**config.mk**
```make
export PLATFORM = sky130hd
export DESIGN_NAME = signed_int_to_radix_digits_top_flat
export DESIGN_NICKNAME = d
export VERILOG_FILES = /design/src/sird_pkg.sv /design/src/sird_num_if.sv /design/src/sird_char_if.sv /design/src/sird_cfg_if.sv /design/src/sird_alpha.sv /design/src/sird_div.sv /design/src/signed_int_to_radix_digits_top.sv /design/src/flat_wrapper.sv
export SDC_FILE = /design/constraint.sdc
export NUM_CORES = 1
export LEC_CHECK = 0
export BUFFER_PORTS_ARGS = -buffer_cell sky130_fd_sc_hd__clkbuf_2
export CAP_MARGIN = 25
export CORE_UTILIZATION = 45
export DETAILED_ROUTE_END_ITERATION = 7
export PLACE_DENSITY = 0.73
export SLEW_MARGIN = 10
export SYNTH_ARGS = -nofsm -noshare
export SYNTH_HDL_FRONTEND = slang
export SYNTH_SLANG_ARGS = --single-unit
```
**constraint.sdc**
```tcl
create_clock -name clk -period 9.4 [get_ports clk]
set_clock_uncertainty 0.1 [all_clocks]
set_input_delay 1.88 -clock clk [delete_from_list [all_inputs] [get_ports clk]]
set_output_delay 1.88 -clock clk [all_outputs]
set_load 0.01 [all_outputs]
```
**src/sird_pkg.sv**
```systemverilog
// shared types, constants and helpers for the signed integer to radix digits block
`default_nettype none

package sird_pkg;

    localparam int NUM_W      = 32;
    localparam int CHAR_W     = 8;
    localparam int SYM_SLOTS  = 16;
    localparam int DIGIT_W    = 4;
    localparam int RADIX_W    = 5;
    localparam int MAX_DIGITS = 32;
    localparam int DCNT_W     = 6;
    localparam int DIDX_W     = 5;
    localparam int CFG_IDX_W  = 8;
    localparam int CFG_DATA_W = 64;

    typedef logic [NUM_W-1:0]      num_t;
    typedef logic [CHAR_W-1:0]     char_t;
    typedef logic [DIGIT_W-1:0]    digit_t;
    typedef logic [RADIX_W-1:0]    radix_t;
    typedef logic [CFG_IDX_W-1:0]  cfg_idx_t;
    typedef logic [CFG_DATA_W-1:0] cfg_data_t;

    // register indexes
    localparam cfg_idx_t REG_SYMBOLS_LOW  = 8'd0;
    localparam cfg_idx_t REG_SYMBOLS_HIGH = 8'd1;

    // special characters
    localparam char_t CHAR_PLUS  = 8'h2B;
    localparam char_t CHAR_MINUS = 8'h2D;
    localparam char_t CHAR_NUL   = 8'h00;

    // divider status toward the sequencer
    typedef struct packed {
        logic busy;
        logic done;
    } div_stat_t;

    // symbol byte k of the alphabet
    function automatic char_t symbol_at(cfg_data_t sym_low, cfg_data_t sym_high, digit_t k);
        char_t s;
        if (k[3] == 1'b0)
        begin
            s = sym_low[8*k[2:0] +: 8];
        end
        else
        begin
            s = sym_high[8*k[2:0] +: 8];
        end
        return s;
    endfunction

endpackage

`default_nettype wire

```
**src/sird_num_if.sv**
```systemverilog
// input channel carrying one number per word
`default_nettype none

interface sird_num_if;
    import sird_pkg::*;

    logic valid;
    logic ready;
    num_t number_value;

    modport source (output valid, output number_value, input ready);
    modport sink   (input valid, input number_value, output ready);
endinterface

`default_nettype wire

```
**src/sird_char_if.sv**
```systemverilog
// output channel carrying one text character per word
`default_nettype none

interface sird_char_if;
    import sird_pkg::*;

    logic  valid;
    logic  ready;
    char_t text_char;
    logic  final_char;

    modport source (output valid, output text_char, output final_char, input ready);
    modport sink   (input valid, input text_char, input final_char, output ready);
endinterface

`default_nettype wire

```
**src/sird_cfg_if.sv**
```systemverilog
// configuration write channel
`default_nettype none

interface sird_cfg_if;
    import sird_pkg::*;

    logic      valid;
    logic      ready;
    cfg_idx_t  index;
    cfg_data_t data;

    modport source (output valid, output index, output data, input ready);
    modport sink   (input valid, input index, input data, output ready);
endinterface

`default_nettype wire

```
**src/sird_alpha.sv**
```systemverilog
// alphabet check: length up to the first zero byte, sign symbols and duplicates
`default_nettype none

module sird_alpha
    import sird_pkg::*;
#(
    parameter int MAX_SYMBOLS = 16
)
(
    input  wire cfg_data_t sym_low,
    input  wire cfg_data_t sym_high,
    output radix_t         radix
);

    char_t                sym      [SYM_SLOTS];
    logic [SYM_SLOTS-1:0] nonzero;
    logic [SYM_SLOTS-1:0] in_alpha;
    radix_t               len;
    logic                 bad;

    // unpack the symbol bytes
    always_comb
    begin
        for (int i = 0; i < SYM_SLOTS; i++)
        begin
            sym[i]     = symbol_at(sym_low, sym_high, DIGIT_W'(i));
            nonzero[i] = (sym[i] != CHAR_NUL) && (i < MAX_SYMBOLS);
        end
    end

    // a slot belongs to the alphabet when it and all slots below are nonzero
    always_comb
    begin
        for (int i = 0; i < SYM_SLOTS; i++)
        begin
            in_alpha[i] = &(nonzero | ~(SYM_SLOTS'((2**(i+1)) - 1)));
        end
    end

    // length and validity
    always_comb
    begin
        len = '0;
        bad = 1'b0;
        for (int i = 0; i < SYM_SLOTS; i++)
        begin
            len = len + RADIX_W'(in_alpha[i]);
            if (in_alpha[i] && (sym[i] == CHAR_PLUS || sym[i] == CHAR_MINUS))
            begin
                bad = 1'b1;
            end
            for (int j = i + 1; j < SYM_SLOTS; j++)
            begin
                if (in_alpha[j] && sym[i] == sym[j])
                begin
                    bad = 1'b1;
                end
            end
        end
        if (bad || len < RADIX_W'(2))
        begin
            radix = '0;
        end
        else
        begin
            radix = len;
        end
    end

endmodule

`default_nettype wire

```
**src/sird_div.sv**
```systemverilog
// restoring divider, one quotient bit per cycle, small divisor
`default_nettype none

module sird_div
    import sird_pkg::*;
(
    input  wire        clk,
    input  wire        rst_n,
    input  wire        start,
    input  wire num_t  dividend,
    input  wire radix_t divisor,
    output num_t       quotient,
    output digit_t     remainder,
    output div_stat_t  stat
);

    num_t              q_reg;
    digit_t            r_reg;
    logic [DIDX_W-1:0] cnt_reg;
    logic              busy_reg;
    logic              done_reg;

    logic [RADIX_W-1:0] trial;
    logic               fits;

    // one trial subtraction
    always_comb
    begin
        trial = {r_reg, q_reg[NUM_W-1]};
        fits  = (trial >= divisor);
    end

    // control state
    always_ff @(posedge clk or negedge rst_n)
    begin
        if (!rst_n)
        begin
            busy_reg <= 1'b0;
            done_reg <= 1'b0;
            cnt_reg  <= '0;
        end
        else
        begin
            done_reg <= 1'b0;
            if (start)
            begin
                busy_reg <= 1'b1;
                cnt_reg  <= '0;
            end
            else if (busy_reg)
            begin
                cnt_reg <= cnt_reg + 1'b1;
                if (cnt_reg == DIDX_W'(NUM_W - 1))
                begin
                    busy_reg <= 1'b0;
                    done_reg <= 1'b1;
                end
            end
        end
    end

    // datapath
    always_ff @(posedge clk)
    begin
        if (start)
        begin
            q_reg <= dividend;
            r_reg <= '0;
        end
        else if (busy_reg)
        begin
            q_reg <= {q_reg[NUM_W-2:0], fits};
            if (fits)
            begin
                r_reg <= DIGIT_W'(trial - divisor);
            end
            else
            begin
                r_reg <= DIGIT_W'(trial);
            end
        end
    end

    assign quotient  = q_reg;
    assign remainder = r_reg;
    assign stat.busy = busy_reg;
    assign stat.done = done_reg;

endmodule

`default_nettype wire

```
**src/signed_int_to_radix_digits_top.sv**
```systemverilog
// top level: configuration registers, digit sequencer and character output
// Formats a signed 32-bit number as text in the radix given by the digit alphabet held in two
// configuration registers, one character per output word, most significant digit first, with
// final_char on the last word; a negative number starts with '-'. An invalid alphabet (length
// below two, a '+' or '-' symbol, or a repeated symbol) makes the number produce no words.
// Each digit comes from the shared bit-serial divider (start, all quotient bits, result pickup),
// so a number is busy with all of its digits before its characters, then gives one character
// per cycle while text_out is ready.
// num_in is ready only between numbers. Configuration words are always accepted.
`default_nettype none

module signed_int_to_radix_digits_top
    import sird_pkg::*;
#(
    parameter int MAX_SYMBOLS = 16
)
(
    input  wire         clk,
    input  wire         rst_n,
    sird_num_if.sink    num_in,
    sird_char_if.source text_out,
    sird_cfg_if.sink    cfg
);

    typedef enum logic [2:0] {
        ST_IDLE,
        ST_START,
        ST_WAIT,
        ST_SIGN,
        ST_EMIT
    } state_t;

    state_t            state_reg;
    cfg_data_t         sym_low_reg;
    cfg_data_t         sym_high_reg;
    radix_t            radix_reg;
    logic              neg_reg;
    num_t              mag_reg;
    logic [DCNT_W-1:0] nd_reg;
    logic [DIDX_W-1:0] rd_reg;
    digit_t            digits_reg [MAX_DIGITS];

    radix_t            radix_now;
    num_t              quotient;
    digit_t            remainder;
    div_stat_t         div_stat;
    logic              div_start;
    logic              in_take;
    logic              out_take;

    // alphabet check
    sird_alpha #(
        .MAX_SYMBOLS (MAX_SYMBOLS)
    ) u_alpha (
        .sym_low  (sym_low_reg),
        .sym_high (sym_high_reg),
        .radix    (radix_now)
    );

    // shared divider
    sird_div u_div (
        .clk       (clk),
        .rst_n     (rst_n),
        .start     (div_start),
        .dividend  (mag_reg),
        .divisor   (radix_reg),
        .quotient  (quotient),
        .remainder (remainder),
        .stat      (div_stat)
    );

    // handshakes
    assign cfg.ready     = 1'b1;
    assign num_in.ready  = (state_reg == ST_IDLE);
    assign in_take       = num_in.valid && num_in.ready;
    assign out_take      = text_out.valid && text_out.ready;
    assign div_start     = (state_reg == ST_START);

    // output word
    assign text_out.valid      = (state_reg == ST_SIGN) || (state_reg == ST_EMIT);
    assign text_out.text_char  = (state_reg == ST_SIGN) ? CHAR_MINUS
                               : symbol_at(sym_low_reg, sym_high_reg, digits_reg[rd_reg]);
    assign text_out.final_char = (state_reg == ST_EMIT) && (rd_reg == '0);

    // configuration registers
    always_ff @(posedge clk or negedge rst_n)
    begin
        if (!rst_n)
        begin
            sym_low_reg  <= '0;
            sym_high_reg <= '0;
        end
        else if (cfg.valid && cfg.ready)
        begin
            case (cfg.index)
                REG_SYMBOLS_LOW:  sym_low_reg  <= cfg.data;
                REG_SYMBOLS_HIGH: sym_high_reg <= cfg.data;
                default:          ;
            endcase
        end
    end

    // digit store
    always_ff @(posedge clk)
    begin
        if (state_reg == ST_WAIT && div_stat.done)
        begin
            digits_reg[nd_reg[DIDX_W-1:0]] <= remainder;
        end
    end

    // sequencer
    always_ff @(posedge clk or negedge rst_n)
    begin
        if (!rst_n)
        begin
            state_reg <= ST_IDLE;
            radix_reg <= '0;
            neg_reg   <= 1'b0;
            mag_reg   <= '0;
            nd_reg    <= '0;
            rd_reg    <= '0;
        end
        else
        begin
            case (state_reg)
                ST_IDLE:
                begin
                    if (in_take && radix_now != '0)
                    begin
                        radix_reg <= radix_now;
                        neg_reg   <= num_in.number_value[NUM_W-1];
                        mag_reg   <= num_in.number_value[NUM_W-1] ? (~num_in.number_value + 1'b1)
                                                                  : num_in.number_value;
                        nd_reg    <= '0;
                        state_reg <= ST_START;
                    end
                end
                ST_START:
                begin
                    state_reg <= ST_WAIT;
                end
                ST_WAIT:
                begin
                    if (div_stat.done)
                    begin
                        nd_reg  <= nd_reg + 1'b1;
                        mag_reg <= quotient;
                        rd_reg  <= nd_reg[DIDX_W-1:0];
                        if (quotient != '0 && nd_reg < DCNT_W'(MAX_DIGITS - 1))
                        begin
                            state_reg <= ST_START;
                        end
                        else if (neg_reg)
                        begin
                            state_reg <= ST_SIGN;
                        end
                        else
                        begin
                            state_reg <= ST_EMIT;
                        end
                    end
                end
                ST_SIGN:
                begin
                    if (out_take)
                    begin
                        state_reg <= ST_EMIT;
                    end
                end
                ST_EMIT:
                begin
                    if (out_take)
                    begin
                        if (rd_reg == '0)
                        begin
                            state_reg <= ST_IDLE;
                        end
                        else
                        begin
                            rd_reg <= rd_reg - 1'b1;
                        end
                    end
                end
                default:
                begin
                    state_reg <= ST_IDLE;
                end
            endcase
        end
    end

    // divider is never restarted while a division is running
    assert property (@(posedge clk) disable iff (!rst_n) div_start |-> !div_stat.busy)
        else $error("divider started while busy");

    // a finished division always leaves a remainder below the radix
    assert property (@(posedge clk) disable iff (!rst_n)
        (state_reg == ST_WAIT && div_stat.done) |-> ({1'b0, remainder} < radix_reg))
        else $error("remainder not below radix");

    // the digit count never passes the store depth
    assert property (@(posedge clk) disable iff (!rst_n) nd_reg <= DCNT_W'(MAX_DIGITS))
        else $error("digit count overflow");

    // after the last character is taken the block is free for the next number
    assert property (@(posedge clk) disable iff (!rst_n)
        (out_take && text_out.final_char) |=> num_in.ready)
        else $error("not ready after final character");

endmodule

`default_nettype wire

```
**src/flat_wrapper.sv**
```systemverilog
// flat-port wrapper written by rule: the top's interface ports become plain ports
module signed_int_to_radix_digits_top_flat import sird_pkg::*;
#(
    parameter int MAX_SYMBOLS = 16
)
  (clk, rst_n, num_in_valid, num_in_number_value, num_in_ready, text_out_valid, text_out_text_char, text_out_final_char, text_out_ready, cfg_valid, cfg_index, cfg_data, cfg_ready);
  sird_num_if num_in_i ();
  sird_char_if text_out_i ();
  sird_cfg_if cfg_i ();
  input  wire clk;
  input  wire rst_n;
  input wire logic [$bits(num_in_i.valid)-1:0] num_in_valid;
  input wire logic [$bits(num_in_i.number_value)-1:0] num_in_number_value;
  output wire logic [$bits(num_in_i.ready)-1:0] num_in_ready;
  output wire logic [$bits(text_out_i.valid)-1:0] text_out_valid;
  output wire logic [$bits(text_out_i.text_char)-1:0] text_out_text_char;
  output wire logic [$bits(text_out_i.final_char)-1:0] text_out_final_char;
  input wire logic [$bits(text_out_i.ready)-1:0] text_out_ready;
  input wire logic [$bits(cfg_i.valid)-1:0] cfg_valid;
  input wire logic [$bits(cfg_i.index)-1:0] cfg_index;
  input wire logic [$bits(cfg_i.data)-1:0] cfg_data;
  output wire logic [$bits(cfg_i.ready)-1:0] cfg_ready;
  assign num_in_i.valid = num_in_valid;
  assign num_in_i.number_value = num_in_number_value;
  assign num_in_ready = num_in_i.ready;
  assign text_out_valid = text_out_i.valid;
  assign text_out_text_char = text_out_i.text_char;
  assign text_out_final_char = text_out_i.final_char;
  assign text_out_i.ready = text_out_ready;
  assign cfg_i.valid = cfg_valid;
  assign cfg_i.index = cfg_index;
  assign cfg_i.data = cfg_data;
  assign cfg_ready = cfg_i.ready;
  signed_int_to_radix_digits_top #(.MAX_SYMBOLS(MAX_SYMBOLS)) u_core (.clk(clk), .rst_n(rst_n), .num_in(num_in_i), .text_out(text_out_i), .cfg(cfg_i));
endmodule
```
==> flow_metrics.env <==
export IMPL_status="complete, no violations"
export IMPL_yosysSeqAreaShare=0.327
export IMPL_power_density_nw_per_um2=203
export IMPL_antenna_found_initial=7
export IMPL_drv_slew=0
export IMPL_rows=93
export IMPL_setup_tns_ps=0
export IMPL_worstSetupEndpointType="register"
export IMPL_max_freq_mhz=126
export IMPL_die_height_um=257
export IMPL_cap_violations=0
export IMPL_peakVddDrop_mv=0.205
export IMPL_cts_tree="yes"
export IMPL_dp_worst_setup_slack_ps=1660
export IMPL_drt_wirelength_per_cell_um=26.8
export IMPL_cts_resized=0
export IMPL_synth_area_leaders="edfxtp_1, xor2_1, dfrtp_1"
export IMPL_htreeDepth=2
export IMPL_drc_errors=0
export IMPL_dp_hpwl_um=64600
export IMPL_coreArea_um2=64300
export IMPL_postRouteAntennaNets=0
export IMPL_worstSetupEndpoint="u_core.mag_reg[25]"
export IMPL_multi_input_area_um2=18100
export IMPL_p_sw_frac=0.400
export IMPL_route_vias_total=23700
export IMPL_grt_pass1_vias=23100
export IMPL_dr_pass1_iters=7
export IMPL_synth_ff_type="dfrtp_1"
export IMPL_p_switching_uw=2590
export IMPL_cts_buffer_depth=3
export IMPL_start_util=0.454
export IMPL_fin_ws_ps=1490
export IMPL_synth_top_area_frac=0.164
export IMPL_p_seq_frac=0.337
export IMPL_gp_congestion=1.02
export IMPL_seqCellArea_um2=9560
export IMPL_synth_area_per_cell_um2=9.88
export IMPL_clkPwrFrac=0.227
export IMPL_synth_top_area_cell="edfxtp_1"
export IMPL_clk_pin_slew_ps=60
export IMPL_cts_hold_buffers_added=0
export IMPL_synth_nets=3096
export IMPL_cts_buffers=38
export IMPL_netlist_area_um2=29200
export IMPL_path_class="register to register"
export IMPL_worstHoldPathType="register to register"
export IMPL_ff2ff_setup_slack_ps=1490
export IMPL_power_leakage_uw=0.0148
export IMPL_crit_fanout=35
export IMPL_grt_usage=0.306
export IMPL_tightest_slew_ps=1180
export IMPL_grt_max_degree=93
export IMPL_vias_per_cell=6.19
export IMPL_rsz0062_at_grt="false"
export IMPL_hold_violations=0
export IMPL_ys_async_sr_fraction=0.533
export IMPL_clkSinkCount=351
export IMPL_r2r_start="u_core.sym_low_reg[33]"
export IMPL_nFillCells=5847
export IMPL_boundaryPins=121
export IMPL_wirelength_um=102000
export IMPL_slew_headroom=0.204
export IMPL_drt_iter0_markers=2807
export IMPL_synth_cells=2958
export IMPL_ys_types=67
export IMPL_yosysWarnings=0
export IMPL_largest_reg_flops=128
export IMPL_timing_rr_end="u_core.mag_reg[25]"
export IMPL_die_x_um=257
export IMPL_synth_edf_count=160
export IMPL_io_buffers=119
export IMPL_grt_overflow_total=0
export IMPL_timing_final_crit_share=0.842
export IMPL_insertion_delay_ps=610
export IMPL_drive_gt1_frac=0.187
export IMPL_setup_violations=0
export IMPL_ys_seq_elements=351
export IMPL_min_period_ps=7910
export IMPL_intPower_uw=3880
export IMPL_arrival_ps=8280
export IMPL_rr_worst_depth=24
export IMPL_crit_path_start="u_core.sym_low_reg[33]"
export IMPL_final_nets=3076
export IMPL_p_comb_frac=0.436
export IMPL_post_cts_setup_buffers=0
export IMPL_worstPathRequired_ps=9760
export IMPL_synthToLayoutAreaGrowth_pct=8.94
export IMPL_critPathLaunchType="register"
export IMPL_dieArea_um2=65900
export IMPL_grt_pass1_wl_um=152000
export IMPL_cts_root_buf="clkbuf_16"
## power groups by stage
| stage | Clock, uW | Combinational [uW] | Sequential [uW] |
|---|---|---|---|
| floorplan | 0 | 1960 | 2120 |
| global placement | 0 | 2640 | 2240 |
| detailed placement | 0 | 2720 | 2220 |
| CTS | 1490 | 2730 | 2190 |
| global route | 1540 | 3010 | 2210 |
| finish | 1470 | 2820 | 2180 |
## layer usage
layer | track usage | share of wire | vias up
li1 | - | - | 10200
met2 | 0.461 | 0.44 | 1569
met4 | 0.162 | 0.060 | 8
met3 | 0.0967 | 0.13 | 412
met5 | 0 | 0.00052 | -
met1 | 0.391 | 0.38 | 11500
## cell usage after synthesis (all sizes together), types with 9 or more instances
cell	count
ha	19
nor2b	25
or3	20
nor2	127
buf	250
nand2b	9
mux2i	69
inv	28
o21ai	62
a21oi	73
o31ai	10
nand4	128
nand3	28
nand2	118
nor3	38
dfrtp	187
o22ai	26
mux2	176
nor4	147
a211oi	23
fa	10
clkbuf	74
edfxtp	160
or4	15
and3	11
xnor2	469
xor2	544
mux4	38
## stage by stage
step / instances / instance area [um2] / hold slack [ps] / total power (uW) / util
6_report: 3827 / 31800 / 403 / 6470 / 0.495
5_1_grt: 3824 / 31800 / 426 / 6760 / 0.495
4_1_cts: 3821 / 31800 / 401 / 6410 / 0.494
3_5_place_dp: 3751 / 30600 / 388 / 4940 / 0.475
3_3_place_gp: 3747 / 30500 / 384 / 4880 / 0.474
2_1_floorplan: 2958 / 29200 / 374 / 4080 / -
## logic make-up (layout without fill, tap and decap cells)
family,count (synthesis),after routing,share of synthesized area
buffers and inverters,353,363,0.0546
AOI/OAI and AO/OA,247,247,0.0530
muxes,283,283,0.121
adders and majority gates,29,29,0.0150
and+or+nand+nor,681,681,0.125
xor gates and xnor gates,1013,1013,0.304
DFF,351,351,0.327
other,1,5,0.000128
## area by class of cell
class / count / share of cell area
Multi-Input combinational cell: 2254 / 0.569
Sequential cell: 351 / 0.300
Timing Repair Buffer: 264 / 0.0555
Inverter: 29 / 0.00342
Clock buffer: 48 / 0.0323
Tap cell: 855 / 0.0336
Antenna cell: 4 / 0.000314
Clock inverter: 22 / 0.00531
## worst min path at each step
stage                                   from            endpoint  depth (start not counted)
after floorplan            u_core.mag_reg[0]   u_core.mag_reg[0]                          1
after global placement     u_core.mag_reg[0]   u_core.mag_reg[0]                          1
after detailed placement   u_core.mag_reg[0]   u_core.mag_reg[0]                          1
after CTS                  u_core.mag_reg[0]   u_core.mag_reg[0]                          1
after global routing       u_core.mag_reg[0]   u_core.mag_reg[0]                          1
final                     u_core.mag_reg[17]  u_core.mag_reg[17]                          1
## cells in the final DEF (no fill, tap or decap), drive strengths merged, types with 127 or more instances in the layout
cell type    n
xor2       544
xnor2      469
dfrtp      187
mux2       176
clkbuf     167
edfxtp     160
nor4       147
buf        145
nand4      128
nor2       127
## critical path, cell delays in order (launching register included)
cell and delay [ps]:
dfrtp_1 360, buf_4 250, or4_1 540, nor3_1 670
nor3_1 220, nand4_2 250, nand4b_1 250, nor2_1 120
fa_1 550, inv_1 50, fa_1 480, fa_1 560
fa_1 400, inv_1 70, ha_1 210, inv_1 80
fa_1 440, nand2b_1 110, a21oi_1 50, o21ai_0 170
nor2_1 80, nor4_2 250, nand4b_1 200, o41a_2 890
mux2_4 430
(Power assumes the default switching activity.)
